[config.mk]
export PLATFORM = sky130hd
export DESIGN_NAME = hpq_ctrl
export DESIGN_NICKNAME = d
export VERILOG_FILES = /design/src/rtl/hpq_pkg.sv /design/src/rtl/hpq_ctrl.sv
export SDC_FILE = /design/constraint.sdc
export NUM_CORES = 1
export LEC_CHECK = 0
export ABC_CLOCK_PERIOD_IN_PS = 3400
export BUFFER_PORTS_ARGS = -buffer_cell sky130_fd_sc_hd__buf_2
export CAP_MARGIN = 20
export CORE_MARGIN = 5
export CORE_UTILIZATION = 59
export DETAILED_ROUTE_END_ITERATION = 10
export PLACE_DENSITY = 0.83
export REMOVE_ABC_BUFFERS = 1
export SYNTH_ARGS = -nofsm -noshare
export SYNTH_HDL_FRONTEND = slang
export SYNTH_SLANG_ARGS = --single-unit
[constraint.sdc]
create_clock -name clk -period 3.4 [get_ports clk]
set_clock_uncertainty 0.2 [all_clocks]
set_input_delay 0 -clock clk [delete_from_list [all_inputs] [get_ports clk]]
set_output_delay 0 -clock clk [all_outputs]
set_load 0.02 [all_outputs]
[src/rtl/hpq_pkg.sv]
// ----------------------------------------------------------------------------
// hpq_pkg: shared types and constants of the hierarchical priority queue
// Transaction structs, operation and status codes, datapath micro-ops.
// ----------------------------------------------------------------------------
package hpq_pkg;

	localparam int CAPACITY_DEF   = 4096;
	localparam int NUM_LEVELS_DEF = 256;
	localparam int POINT_BITS_DEF = 24;

	// level search: width of one first-stage group
	localparam int SRCH_GROUP = 16;

	localparam int FUNC_W  = 2;
	localparam int PTF_W   = 24;
	localparam int LVLF_W  = 8;
	localparam int OCC_W   = 13;
	localparam int STAT_W  = 2;

	localparam logic [FUNC_W-1:0] FN_PUSH  = 2'd0;
	localparam logic [FUNC_W-1:0] FN_POP   = 2'd1;
	localparam logic [FUNC_W-1:0] FN_FLUSH = 2'd2;
	// unassigned code, ignored by the queue
	localparam logic [FUNC_W-1:0] FN_RSVD  = 2'd3;

	localparam logic [STAT_W-1:0] ST_OK    = 2'd0;
	localparam logic [STAT_W-1:0] ST_FULL  = 2'd1;
	localparam logic [STAT_W-1:0] ST_EMPTY = 2'd2;
	localparam logic [STAT_W-1:0] ST_LEVEL = 2'd3;

	typedef struct packed {
		logic [FUNC_W-1:0] func;
		logic [PTF_W-1:0]  point;
		logic [LVLF_W-1:0] level;
	} hpq_in_t;

	typedef struct packed {
		logic [PTF_W-1:0]  popped_point;
		logic [PTF_W-1:0]  head_point;
		logic [LVLF_W-1:0] head_level;
		logic              is_empty;
		logic [OCC_W-1:0]  occupancy;
		logic [STAT_W-1:0] status;
	} hpq_out_t;

	typedef enum logic [4:0] {
		OP_NONE,
		OP_LOAD,
		OP_ERR,
		OP_FLUSH,
		OP_PUSH_RD,
		OP_PUSH_CAP,
		OP_PUSH_FIRST,
		OP_PUSH_FRONT,
		OP_TAIL_RD_P,
		OP_TAIL_CAP,
		OP_LINK_RD_T,
		OP_LINK_E_WR,
		OP_LINK_T_WR,
		OP_PUSH_FIN,
		OP_POP_RD,
		OP_POP_CAP,
		OP_POP_FIN,
		OP_HEAD_RD,
		OP_OUT_LOAD
	} dp_op_t;

	typedef struct packed {
		dp_op_t            op;
		logic [STAT_W-1:0] st;
	} hpq_cmd_t;

	typedef struct packed {
		logic is_push;
		logic is_pop;
		logic is_flush;
		logic full;
		logic lv_bad;
		logic empty;
		logic lv_nonempty;
		logic found;
	} hpq_stat_t;

endpackage

[src/rtl/hpq_ctrl.sv]
// ----------------------------------------------------------------------------
// hpq_ctrl: sequencer of the hierarchical priority queue
// Steps each transaction through its micro-ops and owns both handshakes.
// ----------------------------------------------------------------------------
module hpq_ctrl
	import hpq_pkg::*;
(
	input  logic      clk,
	input  logic      arst_n,
	input  logic      in_valid,
	output logic      in_ready,
	output logic      out_valid,
	input  logic      out_ready,
	input  hpq_stat_t stat,
	output hpq_cmd_t  cmd
);

	typedef enum logic [13:0] {
		S_IDLE      = 14'b00000000000001,
		S_DECODE    = 14'b00000000000010,
		S_PUSH_A    = 14'b00000000000100,
		S_PUSH_FIRST= 14'b00000000001000,
		S_PUSH_SRCH = 14'b00000000010000,
		S_PUSH_TCAP = 14'b00000000100000,
		S_PUSH_TRD  = 14'b00000001000000,
		S_PUSH_LCAP = 14'b00000010000000,
		S_PUSH_LNK  = 14'b00000100000000,
		S_PUSH_FIN  = 14'b00001000000000,
		S_POP_A     = 14'b00010000000000,
		S_POP_B     = 14'b00100000000000,
		S_HEAD      = 14'b01000000000000,
		S_OUT       = 14'b10000000000000
	} state_t;

	state_t state_q, state_d;
	logic   out_valid_q, out_valid_d;

	assign in_ready  = (state_q == S_IDLE);
	assign out_valid = out_valid_q;

	always_comb begin
		state_d     = state_q;
		out_valid_d = out_valid_q && !out_ready;
		cmd.op      = OP_NONE;
		cmd.st      = ST_OK;
		case (state_q)
			S_IDLE: begin
				if (in_valid) begin
					cmd.op  = OP_LOAD;
					state_d = S_DECODE;
				end
			end
			S_DECODE: begin
				state_d = S_HEAD;
				if (stat.is_push) begin
					if (stat.full) begin
						cmd.op = OP_ERR;
						cmd.st = ST_FULL;
					end else if (stat.lv_bad) begin
						cmd.op = OP_ERR;
						cmd.st = ST_LEVEL;
					end else begin
						cmd.op  = OP_PUSH_RD;
						state_d = S_PUSH_A;
					end
				end else if (stat.is_pop) begin
					if (stat.empty) begin
						cmd.op = OP_ERR;
						cmd.st = ST_EMPTY;
					end else begin
						cmd.op  = OP_POP_RD;
						state_d = S_POP_A;
					end
				end else if (stat.is_flush) begin
					cmd.op = OP_FLUSH;
				end
			end
			S_PUSH_A: begin
				cmd.op = OP_PUSH_CAP;
				if (stat.empty) begin
					state_d = S_PUSH_FIRST;
				end else if (stat.lv_nonempty) begin
					state_d = S_PUSH_TRD;
				end else begin
					state_d = S_PUSH_SRCH;
				end
			end
			S_PUSH_FIRST: begin
				cmd.op  = OP_PUSH_FIRST;
				state_d = S_PUSH_FIN;
			end
			S_PUSH_SRCH: begin
				if (stat.found) begin
					cmd.op  = OP_TAIL_RD_P;
					state_d = S_PUSH_TCAP;
				end else begin
					cmd.op  = OP_PUSH_FRONT;
					state_d = S_PUSH_FIN;
				end
			end
			S_PUSH_TCAP: begin
				cmd.op  = OP_TAIL_CAP;
				state_d = S_PUSH_TRD;
			end
			S_PUSH_TRD: begin
				cmd.op  = OP_LINK_RD_T;
				state_d = S_PUSH_LCAP;
			end
			S_PUSH_LCAP: begin
				cmd.op  = OP_LINK_E_WR;
				state_d = S_PUSH_LNK;
			end
			S_PUSH_LNK: begin
				cmd.op  = OP_LINK_T_WR;
				state_d = S_PUSH_FIN;
			end
			S_PUSH_FIN: begin
				cmd.op  = OP_PUSH_FIN;
				state_d = S_HEAD;
			end
			S_POP_A: begin
				cmd.op  = OP_POP_CAP;
				state_d = S_POP_B;
			end
			S_POP_B: begin
				cmd.op  = OP_POP_FIN;
				state_d = S_HEAD;
			end
			S_HEAD: begin
				cmd.op  = OP_HEAD_RD;
				state_d = S_OUT;
			end
			S_OUT: begin
				if (!out_valid_q || out_ready) begin
					cmd.op      = OP_OUT_LOAD;
					out_valid_d = 1'b1;
					state_d     = S_IDLE;
				end
			end
			default: begin
				state_d = S_IDLE;
			end
		endcase
	end

	always_ff @(posedge clk or negedge arst_n) begin
		if (!arst_n) begin
			state_q     <= S_IDLE;
			out_valid_q <= 1'b0;
		end else begin
			state_q     <= state_d;
			out_valid_q <= out_valid_d;
		end
	end

endmodule

-- After elaboration in Yosys (flattened, before gate mapping)
Index checks and enable logic that the tools add are counted.
- eq/ne operators: 16
- multiplexer cells: 27
- reductions and logical operators: 7
- operators by type and width (kind ; count):
    $pmux W14 S12 ; 1
    $pmux W5 S14 ; 1
    $mux W13 ; 4
    $mux W14 ; 3
    $mux W7 ; 3
    $mux W5 ; 3
    $eq A14 B1 Y1 const B ; 1
    $eq A14 B10 Y1 const B ; 1
    $eq A14 B11 Y1 const B ; 1
    $eq A14 B12 Y1 const B ; 1
    $eq A14 B13 Y1 const B ; 1
    $eq A14 B14 Y1 const B ; 1
    $eq A14 B2 Y1 const B ; 1
    $eq A14 B3 Y1 const B ; 1
    $eq A14 B4 Y1 const B ; 1
    $eq A14 B5 Y1 const B ; 1
    $eq A14 B6 Y1 const B ; 1
    $eq A14 B7 Y1 const B ; 1
    $eq A14 B8 Y1 const B ; 1
    $eq A14 B9 Y1 const B ; 1
    $mux W10 ; 1
    $mux W2 ; 5
    $mux W4 ; 2
    $ne A2 B2 Y1 const B ; 2
    other kinds (7) ; 11
- flip-flop bits (word level): 15
- input bits: 12
- output and inout port bits: 9
- word-level logic and storage cells: 52

-- Depth between registers and ports, before layout
- depth after elaboration: 4
- gate-level depth with buffers: 6
- mapped depth without buffers: 5

-- Worst setup path after synthesis
Ideal clock, no wire load.
- path type: register to output
- start point: register state_q[4]
- end point: output cmd[2] (netlist name)
- arrival time: 1.704 ns
- required time: 3.200 ns
- setup slack: 1.496 ns
- cell stages (with the launch flop): 7
- path through: dfrtp_1 > buf_6 > nor4_4 > nand3b_2 > nor4_4 > a2bb2oi_1 > o2111ai_1
- RTL lines (item ; RTL line ; source):
    start: declaration ; hpq_ctrl.sv:35 ; state_t state_q, state_d;
    start signal: assignment ; hpq_ctrl.sv:151 ; state_q <= state_d;
    end: declaration ; hpq_ctrl.sv:15 ; output hpq_cmd_t cmd

==> results.py <==
metrics = {
    "place": {
        "io_buffers": 20,
        "dp.cells": 174,
        "place_congestion": 0.932,
        "pre_cts_ws_ps": 1270,
        "dpl_cell_area_sq_um": 1280,
        "detailed_place_hpwl_um": 2190,
    },
    "floorplan": {
        "die-area_sq_um": 3040,
        "die_x_um": 55.1,
        "rows": 16,
        "ioPinCount": 21,
        "start_util": 0.618,
        "coreArea_sq_um": 1940,
        "die_h_um": 55.1,
    },
    "cells_and_area": {
        "stdcell_count": 191,
        "nFillCells": 138,
        "nets": 177,
        "final_util": 0.742,
        "design_area_sq_um": 1440,
        "multi_input_area_sq_um": 761,
        "seqCellArea_sq_um": 377,
        "syn2layout_area_growth_pct": 20.0,
        "antennaDiodeCount": 0,
        "layout-drive-gt1-share": 0.256,
        "final_cell_mix": "20 x buf_2, 14 x dfrtp_1, 13 x nand2_1, 13 x dlygate4sd3_1, 12 x nor2_1",
        "layout_commonest_cell": "buf_2",
    },
    "logic_synthesis": {
        "synth_cell_types": 55,
        "synth_ff_type": "dfrtp_1",
        "synth_edf_count": 0,
        "synthCells": 136,
        "ys_warn_count": 0,
        "synth-async-reset-ratio": 1.00,
        "synth_seq_cells": 15,
        "ys_seq_area_frac": 0.314,
        "synth.avg_cell_area_sq_um": 8.82,
        "synth_area_sq_um": 1200,
    },
    "power": {
        "p_sw_uw": 310,
        "vdd_ir_drop_max_mv": 0.348,
        "p_seq_frac": 0.336,
        "clkPwrFrac": 0.163,
        "pwr-share-comb": 0.501,
        "p_int_uw": 385,
        "p_leak_nw": 0.675,
        "p_per_area_nw_per_um2": 482,
        "switching_share": 0.446,
    },
    "setup_path": {
        "cp_data_arrival_time_ps": 2300,
        "worstPathMaxFanout": 10,
        "path_cells": "nor4_4 > nand4b_1 > nor2_2 > a32oi_1 > o2111ai_1 > buf_2",
        "worstSetupStartpointType": "flip-flop",
        "cp_slowest_cell": "nor4_4",
        "crit_buf_inv": 1,
        "cp.required_ps": 3200,
        "critPathCaptureType": "output pin",
        "slowest_delay_ps": 540,
        "crit_family": "simple AND/OR/NAND/NOR gates",
        "critical_path_class": "flip-flop to output pin",
    },
    "timing": {
        "fin_setup_tns_ps": 0,
        "finalCritPeriodShare": 0.734,
        "drv_slew": 0,
        "period_needed_ps": 2500,
        "finalWorstSetupSlack_ps": 905,
        "max_slew_margin": 0.550,
        "finalSetupViolations": 0,
        "final_hold_viol_count": 0,
        "worstMarginPinSlew_ps": 669,
        "rsz0062_at_grt": "false",
        "fmax_ghz": 0.401,
    },
    "cts": {
        "cts.sinks": 15,
        "cts_made_buffers": 3,
        "cts_root_buf": "clkbuf_4",
        "worst_skew_pair.late_latency_ps": 310,
        "cts_resized": 0,
        "post_cts_buffers": 0,
        "cts.htree.levels": 1,
        "holdBufCountCts": 13,
        "clk_path_buf_depth": 2,
        "cts.clk_slew.worst_paths_ps": 90,
        "cts_tree": "built",
    },
    "job": {
        "drv_cap": 0,
    },
    "status": {
        "status": "finished clean",
    },
    "global_route": {
        "grt_max_degree": 15,
        "grt_pass1_vias": 1098,
        "grt_pass1_wl_um": 5040,
        "gr-total-overflow": 0,
        "grt_usage": 0.244,
        "antenna_found_initial": 0,
    },
    "drt": {
        "viasPerCell": 6.31,
        "drcViolationCount": 0,
        "drtIter0Drc": 60,
        "wl_per_cell_um": 16.9,
        "ant_nets": 0,
        "firstDrtPassIters": 4,
        "num_vias": 1206,
        "wirelength_um": 3230,
    },
    "min_path": {
        "hold_class": "input pin to flip-flop",
    },
}
==> metrics by stage <==
stage	hold WS (ps)	power, mW
2_1_floorplan	-496	0.479
3_3_place_gp	-273	0.564
3_5_place_dp	-274	0.567
4_1_cts	7.79	0.692
5_1_grt	33.3	0.738
6_report	20.2	0.694
==> worst reg2reg max path, cell delays in order (launching register included) <==
cell and delay (ps):
dfrtp_1 520, nor4_4 540, and4b_1 320, nand2_1 110, nor3_1 130, dlygate4sd3_1 570
==> cell type report <==
class | count | share of cell area
Clock buffer | 3 | 0.0156
Clock inverter | 1 | 0.00348
Inverter | 3 | 0.00782
Multi-Input combinational cell | 109 | 0.528
Sequential cell | 15 | 0.262
Tap cell | 27 | 0.0235
Timing Repair Buffer | 33 | 0.160
==> synth_stat cells, drive strengths merged (2+ instances only) <==
| cell type | n | share of area |
|---|---|---|
| dfrtp | 14 | 0.29 |
| nand2 | 14 | 0.050 |
| nor2 | 13 | 0.043 |
| nor4 | 8 | 0.072 |
| buf | 7 | 0.036 |
| nor3 | 6 | 0.039 |
| o21ai | 6 | 0.028 |
| a21oi | 4 | 0.017 |
| and4b | 4 | 0.033 |
| nand4 | 4 | 0.021 |
| nor2b | 4 | 0.021 |
| xor2 | 4 | 0.029 |
| a31oi | 3 | 0.016 |
| and2 | 3 | 0.016 |
| inv | 3 | 0.0094 |
| nor4b | 3 | 0.022 |
| a32oi | 2 | 0.015 |
| and2b | 2 | 0.014 |
| and3 | 2 | 0.011 |
| clkbuf | 2 | 0.0063 |
| nand2b | 2 | 0.010 |
| nand3 | 2 | 0.0083 |
| nand4b | 2 | 0.015 |
| nor3b | 2 | 0.017 |
| o211ai | 2 | 0.013 |
| xnor2 | 2 | 0.015 |
==> state kept, by name, indices dropped and copies added, names as in the netlist <==
signal and cells:
out_valid 1, state_q 14
==> metal layers <==
metal	wire, um	share of wire	track usage
met3	294	0.091	0.0617
met2	1560	0.48	0.406
met5	0	0	0
met1	1310	0.41	0.284
met4	65	0.020	0.138
==> kinds of logic (layout without fill, tap and decap cells) <==
family                 after synthesis  count (layout)  share of synthesized area
AO/OA/AOI/OAI                       27              27                      0.162
XOR/XNOR                             6               6                     0.0438
buffers and inverters               12              40                     0.0521
AND/OR/NAND/NOR                     76              76                      0.429
flip-flops                          15              15                      0.314
==> power by group through the flow <==
stage,Sequential [mW],Clock [mW],Combinational (mW)
2_1_floorplan,0.230,0,0.250
5_1_grt,0.238,0.121,0.379
3_5_place_dp,0.236,0,0.331
3_3_place_gp,0.235,0,0.329
4_1_cts,0.233,0.114,0.345
6_report,0.233,0.113,0.348
==> worst paths after layout <==
check / start / endpoint / slack [ps] / depth (start not counted)
setup / recovery: state_q[4] / cmd[2] / 900 / 6
hold / removal: stat[3] / state_q[12] / 20 / 5
setup reg to reg: state_q[4] / state_q[4] / 950 / 5
hold reg to reg: out_valid / out_valid / 340 / 2
max in group asynchronous: arst_n / state_q[6] / 1390 / 4
min in group asynchronous: arst_n / state_q[0] / 530 / 3
Note: power is estimated with default switching activity, not from simulation.
